<file path="src/hdl/dexs_pkg.sv">
// ----------------------------------------------------------------------------
// dexs_pkg
// Shared types and constants for the determinant excitation and sign core.
// ----------------------------------------------------------------------------
package dexs_pkg;

	localparam int DATA_W  = 64;   // port width of one string word
	localparam int ORB_W   = 8;    // global orbital index width
	localparam int COUNT_W = 9;    // operator total width
	localparam int SUM_W   = 16;   // intermediate width for orbital sum

	localparam logic [COUNT_W-1:0] COUNT_MAX = {COUNT_W{1'b1}};

	typedef enum logic [1:0] {
		KIND_ANN = 2'd0,
		KIND_CRE = 2'd1,
		KIND_END = 2'd2
	} kind_t;

	typedef enum logic {
		ST_IDLE = 1'b0,
		ST_RUN  = 1'b1
	} state_t;

	// sequencer strobes for one cycle of work
	typedef struct packed {
		logic go;       // sequencer advances this cycle
		logic emit;     // a result beat is loaded into the output register
		logic finish;   // the current word is done
	} seq_ctl_t;

	function automatic logic [COUNT_W-1:0] sat_inc(input logic [COUNT_W-1:0] v);
		return (v == COUNT_MAX) ? v : v + COUNT_W'(1);
	endfunction

endpackage

</file>
<file path="src/hdl/determinant_excitation_and_sign_core.sv">
// ----------------------------------------------------------------------------
// determinant_excitation_and_sign_core
// Excitation operators and fermionic phase between two occupation strings.
// ----------------------------------------------------------------------------
// Each input beat carries one word of the source string (in_word) and the
// same word of the target string (out_word), lowest word first, with
// final_word on the last word. Bits set only in the source are annihilations,
// bits set only in the target are creations; each is sent out as one result
// beat with its global orbital index, in ascending order. A priority encoder
// peels one operator off the difference word per cycle unless the output
// register is stalled, and the block holds a word until it is done; in_stall
// is low while the block is idle and stays high from the cycle after the
// accept until the word is done.
// The phase is the parity, summed over all operators, of the common bits
// below each operator. The last beat of the final word carries vector_done,
// the phase and the annihilation and creation totals (saturating at 511);
// a final word with no difference yields a single end-marker beat. The last
// result beat of a word may wait in the output register while the next input
// beat is taken.
// ----------------------------------------------------------------------------
module determinant_excitation_and_sign_core
	import dexs_pkg::*;
#(
	parameter int WORD_BITS = 64,
	parameter int MAX_WORDS = 4
) (
	input  logic                clk,
	input  logic                arst_n,
	// input channel
	input  logic                in_valid,
	output logic                in_stall,
	input  logic [DATA_W-1:0]   in_word,
	input  logic [DATA_W-1:0]   out_word,
	input  logic                final_word,
	// result channel
	output logic                out_valid,
	input  logic                out_stall,
	output logic [1:0]          kind,
	output logic [ORB_W-1:0]    orbital,
	output logic                run_last,
	output logic                vector_done,
	output logic                phase,
	output logic [COUNT_W-1:0]  ann_total,
	output logic [COUNT_W-1:0]  cre_total
);

	localparam int IDX_W = $clog2(WORD_BITS);
	localparam int POS_W = (MAX_WORDS > 1) ? $clog2(MAX_WORDS) : 1;
	localparam logic [POS_W-1:0] POS_LAST = POS_W'(MAX_WORDS - 1);

	state_t state_q, state_d;
	seq_ctl_t ctl;

	// word under work
	logic [WORD_BITS-1:0] diff_q;
	logic [WORD_BITS-1:0] common_q;
	logic [WORD_BITS-1:0] src_q;      // source bits, tells annihilation from creation
	logic                 fin_q;

	// running string state
	logic [POS_W-1:0]     pos_q;
	logic                 cpar_q;     // parity of common bits in earlier words
	logic                 spar_q;     // sign parity
	logic [COUNT_W-1:0]   ann_q;
	logic [COUNT_W-1:0]   cre_q;

	// output register
	logic                 ovalid_q;
	kind_t                kind_q;
	logic [ORB_W-1:0]     orb_q;
	logic                 last_q;
	logic                 done_q;
	logic                 phase_q;
	logic [COUNT_W-1:0]   anntot_q;
	logic [COUNT_W-1:0]   cretot_q;

	// peel unit
	logic                 pk_found;
	logic [IDX_W-1:0]     pk_idx;
	logic                 pk_below;
	logic [WORD_BITS-1:0] pk_rest;

	dexs_peel #(
		.WORD_BITS(WORD_BITS)
	) u_peel (
		.diff   (diff_q),
		.common (common_q),
		.found  (pk_found),
		.idx    (pk_idx),
		.below  (pk_below),
		.rest   (pk_rest)
	);

	// per-operator values
	logic                 op_ann;
	logic                 op_last;
	logic                 spar_nx;
	logic [COUNT_W-1:0]   ann_nx;
	logic [COUNT_W-1:0]   cre_nx;
	logic [SUM_W-1:0]     orb_sum;
	logic                 slot_free;
	logic                 skip_word;  // non-final word with nothing to send

	assign op_ann    = |(src_q & diff_q & ~(diff_q - WORD_BITS'(1)));
	assign op_last   = ~|pk_rest;
	assign spar_nx   = spar_q ^ cpar_q ^ pk_below;
	assign ann_nx    = op_ann ? sat_inc(ann_q) : ann_q;
	assign cre_nx    = op_ann ? cre_q : sat_inc(cre_q);
	assign orb_sum   = SUM_W'(pos_q) * SUM_W'(WORD_BITS) + SUM_W'(pk_idx);
	assign slot_free = !ovalid_q || !out_stall;
	assign skip_word = !pk_found && !fin_q;

	// next state
	always_comb begin
		state_d = state_q;
		unique case (state_q)
			ST_IDLE: begin
				if (in_valid) begin
					state_d = ST_RUN;
				end
			end
			ST_RUN: begin
				if (ctl.finish) begin
					state_d = ST_IDLE;
				end
			end
			default: state_d = ST_IDLE;
		endcase
	end

	// sequencer outputs
	always_comb begin
		ctl      = '0;
		in_stall = 1'b1;
		unique case (state_q)
			ST_IDLE: begin
				in_stall = 1'b0;
			end
			ST_RUN: begin
				ctl.go     = slot_free || skip_word;
				ctl.emit   = ctl.go && !skip_word;
				ctl.finish = ctl.go && (!pk_found || op_last);
			end
			default: begin
				in_stall = 1'b1;
			end
		endcase
	end

	always_ff @(posedge clk or negedge arst_n) begin
		if (!arst_n) begin
			state_q <= ST_IDLE;
		end else begin
			state_q <= state_d;
		end
	end

	// word capture and peeling
	always_ff @(posedge clk) begin
		if (in_valid && !in_stall) begin
			diff_q   <= in_word[WORD_BITS-1:0] ^ out_word[WORD_BITS-1:0];
			common_q <= in_word[WORD_BITS-1:0] & out_word[WORD_BITS-1:0];
			src_q    <= in_word[WORD_BITS-1:0];
			fin_q    <= final_word;
		end else if (ctl.emit) begin
			diff_q <= pk_rest;
		end
	end

	// string state
	always_ff @(posedge clk or negedge arst_n) begin
		if (!arst_n) begin
			pos_q  <= '0;
			cpar_q <= 1'b0;
			spar_q <= 1'b0;
			ann_q  <= '0;
			cre_q  <= '0;
		end else if (ctl.finish && fin_q) begin
			pos_q  <= '0;
			cpar_q <= 1'b0;
			spar_q <= 1'b0;
			ann_q  <= '0;
			cre_q  <= '0;
		end else begin
			if (ctl.emit && pk_found) begin
				spar_q <= spar_nx;
				ann_q  <= ann_nx;
				cre_q  <= cre_nx;
			end
			if (ctl.finish) begin
				cpar_q <= cpar_q ^ (^common_q);
				pos_q  <= (pos_q == POS_LAST) ? '0 : pos_q + POS_W'(1);
			end
		end
	end

	// output register
	always_ff @(posedge clk or negedge arst_n) begin
		if (!arst_n) begin
			ovalid_q <= 1'b0;
		end else if (ctl.emit) begin
			ovalid_q <= 1'b1;
		end else if (!out_stall) begin
			ovalid_q <= 1'b0;
		end
	end

	always_ff @(posedge clk) begin
		if (ctl.emit) begin
			if (pk_found) begin
				kind_q   <= op_ann ? KIND_ANN : KIND_CRE;
				orb_q    <= orb_sum[ORB_W-1:0];
				last_q   <= op_last;
				done_q   <= op_last && fin_q;
				phase_q  <= (op_last && fin_q) ? spar_nx : 1'b0;
				anntot_q <= (op_last && fin_q) ? ann_nx : '0;
				cretot_q <= (op_last && fin_q) ? cre_nx : '0;
			end else begin
				// final word with no difference: end marker
				kind_q   <= KIND_END;
				orb_q    <= '0;
				last_q   <= 1'b1;
				done_q   <= 1'b1;
				phase_q  <= spar_q;
				anntot_q <= ann_q;
				cretot_q <= cre_q;
			end
		end
	end

	assign out_valid   = ovalid_q;
	assign kind        = kind_q;
	assign orbital     = orb_q;
	assign run_last    = last_q;
	assign vector_done = done_q;
	assign phase       = phase_q;
	assign ann_total   = anntot_q;
	assign cre_total   = cretot_q;

endmodule

</file>
<file path="src/hdl/dexs_peel.sv">
// ----------------------------------------------------------------------------
// dexs_peel
// Peels the lowest set bit off the difference word: index, remainder, and
// parity of common bits below it.
// ----------------------------------------------------------------------------
module dexs_peel #(
	parameter int WORD_BITS = 64,
	localparam int IDX_W = $clog2(WORD_BITS)
) (
	input  logic [WORD_BITS-1:0] diff,
	input  logic [WORD_BITS-1:0] common,
	output logic                 found,
	output logic [IDX_W-1:0]     idx,
	output logic                 below,
	output logic [WORD_BITS-1:0] rest
);

	logic [WORD_BITS-1:0] low;
	logic [WORD_BITS-1:0] low_mask;

	assign low      = diff & (~diff + WORD_BITS'(1));
	assign low_mask = low - WORD_BITS'(1);
	assign rest     = diff & ~low;
	assign found    = |diff;
	assign below    = ^(common & low_mask);

	// one-hot to binary
	always_comb begin
		idx = '0;
		for (int i = 0; i < WORD_BITS; i++) begin
			if (low[i]) begin
				idx = idx | IDX_W'(i);
			end
		end
	end

endmodule

</file>
<file path="config.mk">
export PLATFORM = sky130hd
export DESIGN_NAME = determinant_excitation_and_sign_core
export DESIGN_NICKNAME = d
export VERILOG_FILES = /design/src/hdl/dexs_pkg.sv /design/src/hdl/determinant_excitation_and_sign_core.sv /design/src/hdl/dexs_peel.sv
export SDC_FILE = /design/constraint.sdc
export NUM_CORES = 1
export LEC_CHECK = 0
export BUFFER_PORTS_ARGS = -buffer_cell sky130_fd_sc_hd__buf_2
export CORE_ASPECT_RATIO = 1.1
export CORE_MARGIN = 2
export CORE_UTILIZATION = 40
export DETAILED_ROUTE_END_ITERATION = 8
export GPL_TIMING_DRIVEN = 0
export SLEW_MARGIN = 40
export SYNTH_ARGS = -nofsm -noshare
export SYNTH_HDL_FRONTEND = slang
export SYNTH_SLANG_ARGS = --single-unit
</file>
<file path="constraint.sdc">
create_clock -name clk -period 7.4 [get_ports clk]
set_input_delay 0.74 -clock clk [delete_from_list [all_inputs] [get_ports clk]]
set_output_delay 0.74 -clock clk [all_outputs]
set_load 0.005 [all_outputs]
</file>
---- After elaboration in Yosys (flattened, before gate mapping) ----
Cells that the tools add are included.
storage, ports and cells
  bits in registers ....................... 248
  input port bits ......................... 133
cells by class
  add/subtract/negate cells ............... 7
  equality and inequality tests ........... 6
  mux-type cells .......................... 114
  bitwise gates (word level) .............. 14
  reductions and logical operators ........ 25
operators by type and width
  cell                     number
  $and A64 B64 Y64         6
  $mux W6                  32
  $mux W64                 3
  $not A64 Y64             3
  $reduce_or A64 Y1        3
  $mux W9                  16
  $reduce_xor A64 Y1       2
  $sub A64 B1 Y64 const B  2
  $mux W5                  16
  $add A64 B1 Y64 const B  1
  $xor A64 B64 Y64         1
  $mux W4                  8
  $mux W1                  23
  $add A9 B1 Y9 const B    2
  $eq A9 B9 Y1 const B     2
  $mux W2                  9
  $mux W8                  2
  $mux W3                  4
  $add A8 B6 Y8            1
  $logic_and A1 B1 Y1      7
  $logic_not A1 Y1         6
  $reduce_bool A2 Y1       3
  $ne A2 B1 Y1 const B     2
  $logic_or A1 B1 Y1       3
  other kinds (7)          9

---- Longest topological paths before layout ----
  depth after elaboration ................. 69
  gate-level depth with buffers ........... 20
  gate-level depth less buffers ........... 16

---- By module ----
Synthesis repeated with hierarchy kept, for this count alone.
unflattened totals
  cells, all modules ...................... 1304
  area total of the unflattened synthesis .. 14704.1 µm²
modules (own cells, without submodules)
  module                                times used  cells each  area each (µm²)
  determinant_excitation_and_sign_core  1           858         11862.6
  dexs_peel                             1           446         2841.5

---- Worst setup path before layout ----
No wires, ideal clock.
  path kind ............................... input-to-reg
  start point ............................. input port in_valid
  end point ............................... register common_q[0] (enable)
  library setup time ...................... 0.544 ns
  data arrival time ....................... 4.991 ns
  required time ........................... 6.856 ns
  path slack .............................. 1.865 ns
  stages .................................. 5
  buffers on the path ..................... 3
  cells stage by stage .................... nand2b_1 -> clkbuf_1 -> inv_1 -> clkbuf_1 -> clkbuf_1
between the ends
  word-level cells in the longest chain between the ends .. 1
ends and longest elaborated chain
  what                  RTL line                                     text
  from (decl)           determinant_excitation_and_sign_core.sv:30   input logic in_valid,
  $logic_and A1 B1 Y1   determinant_excitation_and_sign_core.sv:160  if (in_valid && !in_stall) begin
  to (signal assigned)  determinant_excitation_and_sign_core.sv:162  common_q <= in_word[WORD_BITS-1:0] & out_word[WORD_BITS-1:0];
  to (decl)             determinant_excitation_and_sign_core.sv:56   logic [WORD_BITS-1:0] common_q;
No other way between the ends.
A chain may end at the register's enable or synchronous reset.

---- Worst setup path in the final report ----
  start point ............................. register diff_q[17]
  end point ............................... register anntot_q[0] (netlist: ann_total[0]), data pin
between the ends
  word-level cells in the longest chain between the ends .. 11
ends and longest elaborated chain
  what                    RTL line                                     text
  from (decl)             determinant_excitation_and_sign_core.sv:55   logic [WORD_BITS-1:0] diff_q;
  from (signal assigned)  determinant_excitation_and_sign_core.sv:161  diff_q <= in_word[WORD_BITS-1:0] ^ out_word[WORD_BITS-1:0];
  from (signal assigned)  determinant_excitation_and_sign_core.sv:166  diff_q <= pk_rest;
  $not A64 Y64            dexs_peel.sv:21                              assign low = diff & (~diff + WORD_BITS'(1));
  $add A64 B1 Y64         dexs_peel.sv:21
  $and A64 B64 Y64        dexs_peel.sv:21
  $not A64 Y64            dexs_peel.sv:23                              assign rest = diff & ~low;
  $and A64 B64 Y64        dexs_peel.sv:23
  $reduce_or A64 Y1       determinant_excitation_and_sign_core.sv:105  assign op_last = ~|pk_rest;
  $logic_not A1 Y1        determinant_excitation_and_sign_core.sv:105
  $logic_and A1 B1 Y1     determinant_excitation_and_sign_core.sv:216  anntot_q <= (op_last && fin_q) ? ann_nx : '0;
  $mux W9                 determinant_excitation_and_sign_core.sv:216
  $mux W9 *               determinant_excitation_and_sign_core.sv:210  if (pk_found) begin
  $mux W9 *               determinant_excitation_and_sign_core.sv:209  if (ctl.emit) begin
  to (signal assigned)    determinant_excitation_and_sign_core.sv:216
  to (signal assigned)    determinant_excitation_and_sign_core.sv:225  anntot_q <= ann_q;
  to (decl)               determinant_excitation_and_sign_core.sv:74   logic [COUNT_W-1:0] anntot_q;
Every way passes the cells marked *; elsewhere a longest branch is shown, timed or not. The select of a mux whose other input is x is not followed.

==> flow_summary.yaml <==
status:
  status: "finished, violations left"
  violations: "design-rule violations"
yosys:
  yosys_warnings: 0
  ys_seq_area_frac: 0.4592
  synth_top_area_cell: "edfxtp_1"
  synth_top_area_share: 0.4216
  syn_inst: 1607
  synth.area.top_cells: "edfxtp_1 (42%), nand2_1 (6.8%), xnor2_1 (5.7%), ha_1 (5.6%), o21ai_0 (3.8%)"
  avgSynthCellArea_um2: 9.929
  synth_nets: 1811
  syn-cell-area_um2: 15960
  synth_flop_cell: "edfxtp_1"
  ys_types: 91
  synth-edff-count: 224
  synth.ff_latch_count: 248
  async_flop_share: 0.09677
worst_setup_path:
  critPathLaunchType: "register"
  endpoint_kind: "register"
  slowest_delay_ps: 620
  path_buf_inv: 2
  path_class: "reg2reg"
  cp_cell_sequence: "clkbuf_1 > nor4_1 > nand4_1 > nor2_1 > clkbuf_1 > nand2_1 > o41a_1 > nor4_1 > nand3_1 > nor4_2 > and3_1 > nand2_1 > nor2_1 > nand2_1 > o21ai_0"
  path_delay_family: "simple AND/OR/NAND/NOR gates"
  critPathArrivalTime_ps: 6570
  crit_top_cell: "nand2_1"
  cp.required_ps: 7790
  slowest_stage: "nor4_1"
  critPathMaxFanout: 10
drt:
  wl_met1_um: 27090
  drt_first_pass_iters: 8
  vias: 13963
  wl_met3_um: 3487
  viasPerCell: 5.970
  detail-route-antenna-nets: 0
  wirelength_um: 62250
  wl_per_cell_um: 26.61
  drt_iter0_drc: 1405
  highest_layer: "met4"
  met2WireLength_um: 29550
  drcViolationCount: 11
power_and_ir_drop:
  ir_drop_mv: 0.1620
  power_mw: 3.557
  p_per_area_nw_per_um2: 191.5
  p_leak_nw: 6.980
timing:
  fmax_mhz: 161.9
  worst_slew_pin_slew_ps: 963.5
  report.final.hold_viol_count: 0
  fin_ws_ps: 1224
  rsz0062_at_grt: "false"
  maxSlewViolCount: 0
  layout_worst_path_cycle_share: 0.8346
  relSlewSlack: 0.3527
  min_period_ps: 6176
  skew_ps: 18.27
  finalSetupViolCount: 0
floorplanning:
  coreArea_um2: 39270
  die_h_um: 213.5
  row_count: 76
  ios: 166
  die-area_um2: 41500
  fp.dieW_um: 194.4
  start_util: 0.4063
global_route:
  grt_overflow: 0
  grt_pass1_wl_um: 90730
  track_usage: 0.2983
  grt_pass1_vias: 13543
  grt_start_max_net_pins: 44
  antenna_found_initial: 0
clock_network:
  clkSlewWorstSetupHoldPaths_ps: 60
  ctsHoldBuffers: 0
  cts_resized: 0
  cts_made_buffers: 27
  cts_root_buffer: "clkbuf_16"
  clk_latency_ps: 570
  tritoncts: "done"
  cts_max_level: 1
  clockBufferDepth: 3
  clock_sinks: 248
  post_cts_buffers: 0
layout:
  diodes: 0
  nNetsFinal: 2015
  final_common_cell: "nand2_1"
  layout-drive-gt1-share: 0.1725
  layout_common_cells: "nand2_1 (287), edfxtp_1 (224), buf_2 (189)"
  syn_to_final_growth_pct: 16.41
placed_design:
  gp_congestion: 0.9610
  dp_hpwl_um: 50160
  io_buffers: 165
  place_worst_setup_slack_ps: 1477
flow_run:
  drv_cap: 0
worst_hold_path:
  hold_class: "in2async"
-- metal layers --
metal | up-vias | global-route usage
met4 | 0 | 0.09682
met2 | 538 | 0.5077
met5 | - | 0
met1 | 6888 | 0.3959
met3 | 98 | 0.03995
li1 | 6439 | -
-- final cells by class --
class,count,area [µm²]
fill,3811,20700
multi-input combinational,1262,8376
sequential,248,7327
timing repair buffer,175,935.9
clock buffer,34,721.9
tap,507,634.4
buffer,72,317.8
clock inverter,16,165.2
inverter,25,95.09
-- worst paths after layout --
| check | from | to | slack, ps | cells after the start |
|---|---|---|---|---|
| min reg2reg | pos_q[1] | pos_q[1] | 510 | 2 |
| min | arst_n | ann_q[4] | 180 | 1 |
| max reg2reg | diff_q[17] | ann_total[0] | 1220 | 15 |
| max | diff_q[17] | ann_total[0] | 1220 | 15 |
| min in group clk | in_word[51] | src_q[51] | 360 | 1 |
| max in group asynchronous | arst_n | cre_q[1] | 6830 | 1 |
-- cells in the mapped netlist, drive strengths merged, types with 4 or more instances --
library cell and n:
nand2 292, edfxtp 224, o21ai 126, xnor2 103, nor2 90, nand3 75
ha 71, nor4 71, nand4 53, clkbuf 50, nor3 47, a21oi 36
o31ai 26, xor2 25, and3 24, dfrtp 24, inv 24, buf 22
or3 22, and2 20, xnor3 14, nand2b 10, or2 10, a22oi 9
nor3b 9, or4 8, a31oi 7, and4 7, nor2b 7, nor4b 7
a32o 6, mux2 6, a22o 5, nand4b 5, o2111ai 5, o31a 5
a2111oi 4, a21o 4, a32oi 4, o22ai 4, xor3 4
-- state kept, by name, summed over array words and instances (netlist names) --
| register | cells |
|---|---|
| pos_q | 2 |
| cre_q | 9 |
| state_q | 1 |
| spar_q | 1 |
| fin_q | 1 |
| common_q | 64 |
| cre_total | 9 |
| cpar_q | 1 |
| vector_done | 1 |
| out_valid | 1 |
| src_q | 64 |
| orbital | 8 |
| phase | 1 |
| diff_q | 64 |
| run_last | 1 |
| ann_total | 9 |
| kind | 2 |
| ann_q | 9 |
-- where the power goes --
group	internal, mW	switching [mW]	leakage [nW]
sequential	1.57	0.0457	2.43
clock	0.796	0.575	0.427
combinational	0.271	0.297	4.12
total	2.64	0.917	6.98
-- stage by stage --
| stage | area, µm² | instances | hold WS [ps] | setup TNS, ps | utilization |
|---|---|---|---|---|---|
| 2_1_floorplan | 15960 | 1607 | 444.4 | 0 | - |
| 3_3_place_gp | 17420 | 2279 | 486.1 | -142870 | 0.4435 |
| 3_5_place_dp | 17660 | 2289 | 500.7 | 0 | 0.4498 |
| 4_1_cts | 18550 | 2339 | 180.1 | 0 | 0.4723 |
| 5_1_grt | 18570 | 2339 | 220.4 | 0 | 0.4729 |
| 6_report | 18570 | 2339 | 177.7 | 0 | 0.4729 |
-- kinds of logic after synthesis --
family          Yosys count  share of synthesized area
compound gates          268                     0.1048
buf+inv                  97                    0.02525
mux                       9                   0.006116
flops                   248                     0.4592
xor+xnor                146                    0.09606
simple gates            768                     0.2528
fa+ha+maj                71                    0.05568
(Power assumes the default switching activity.)
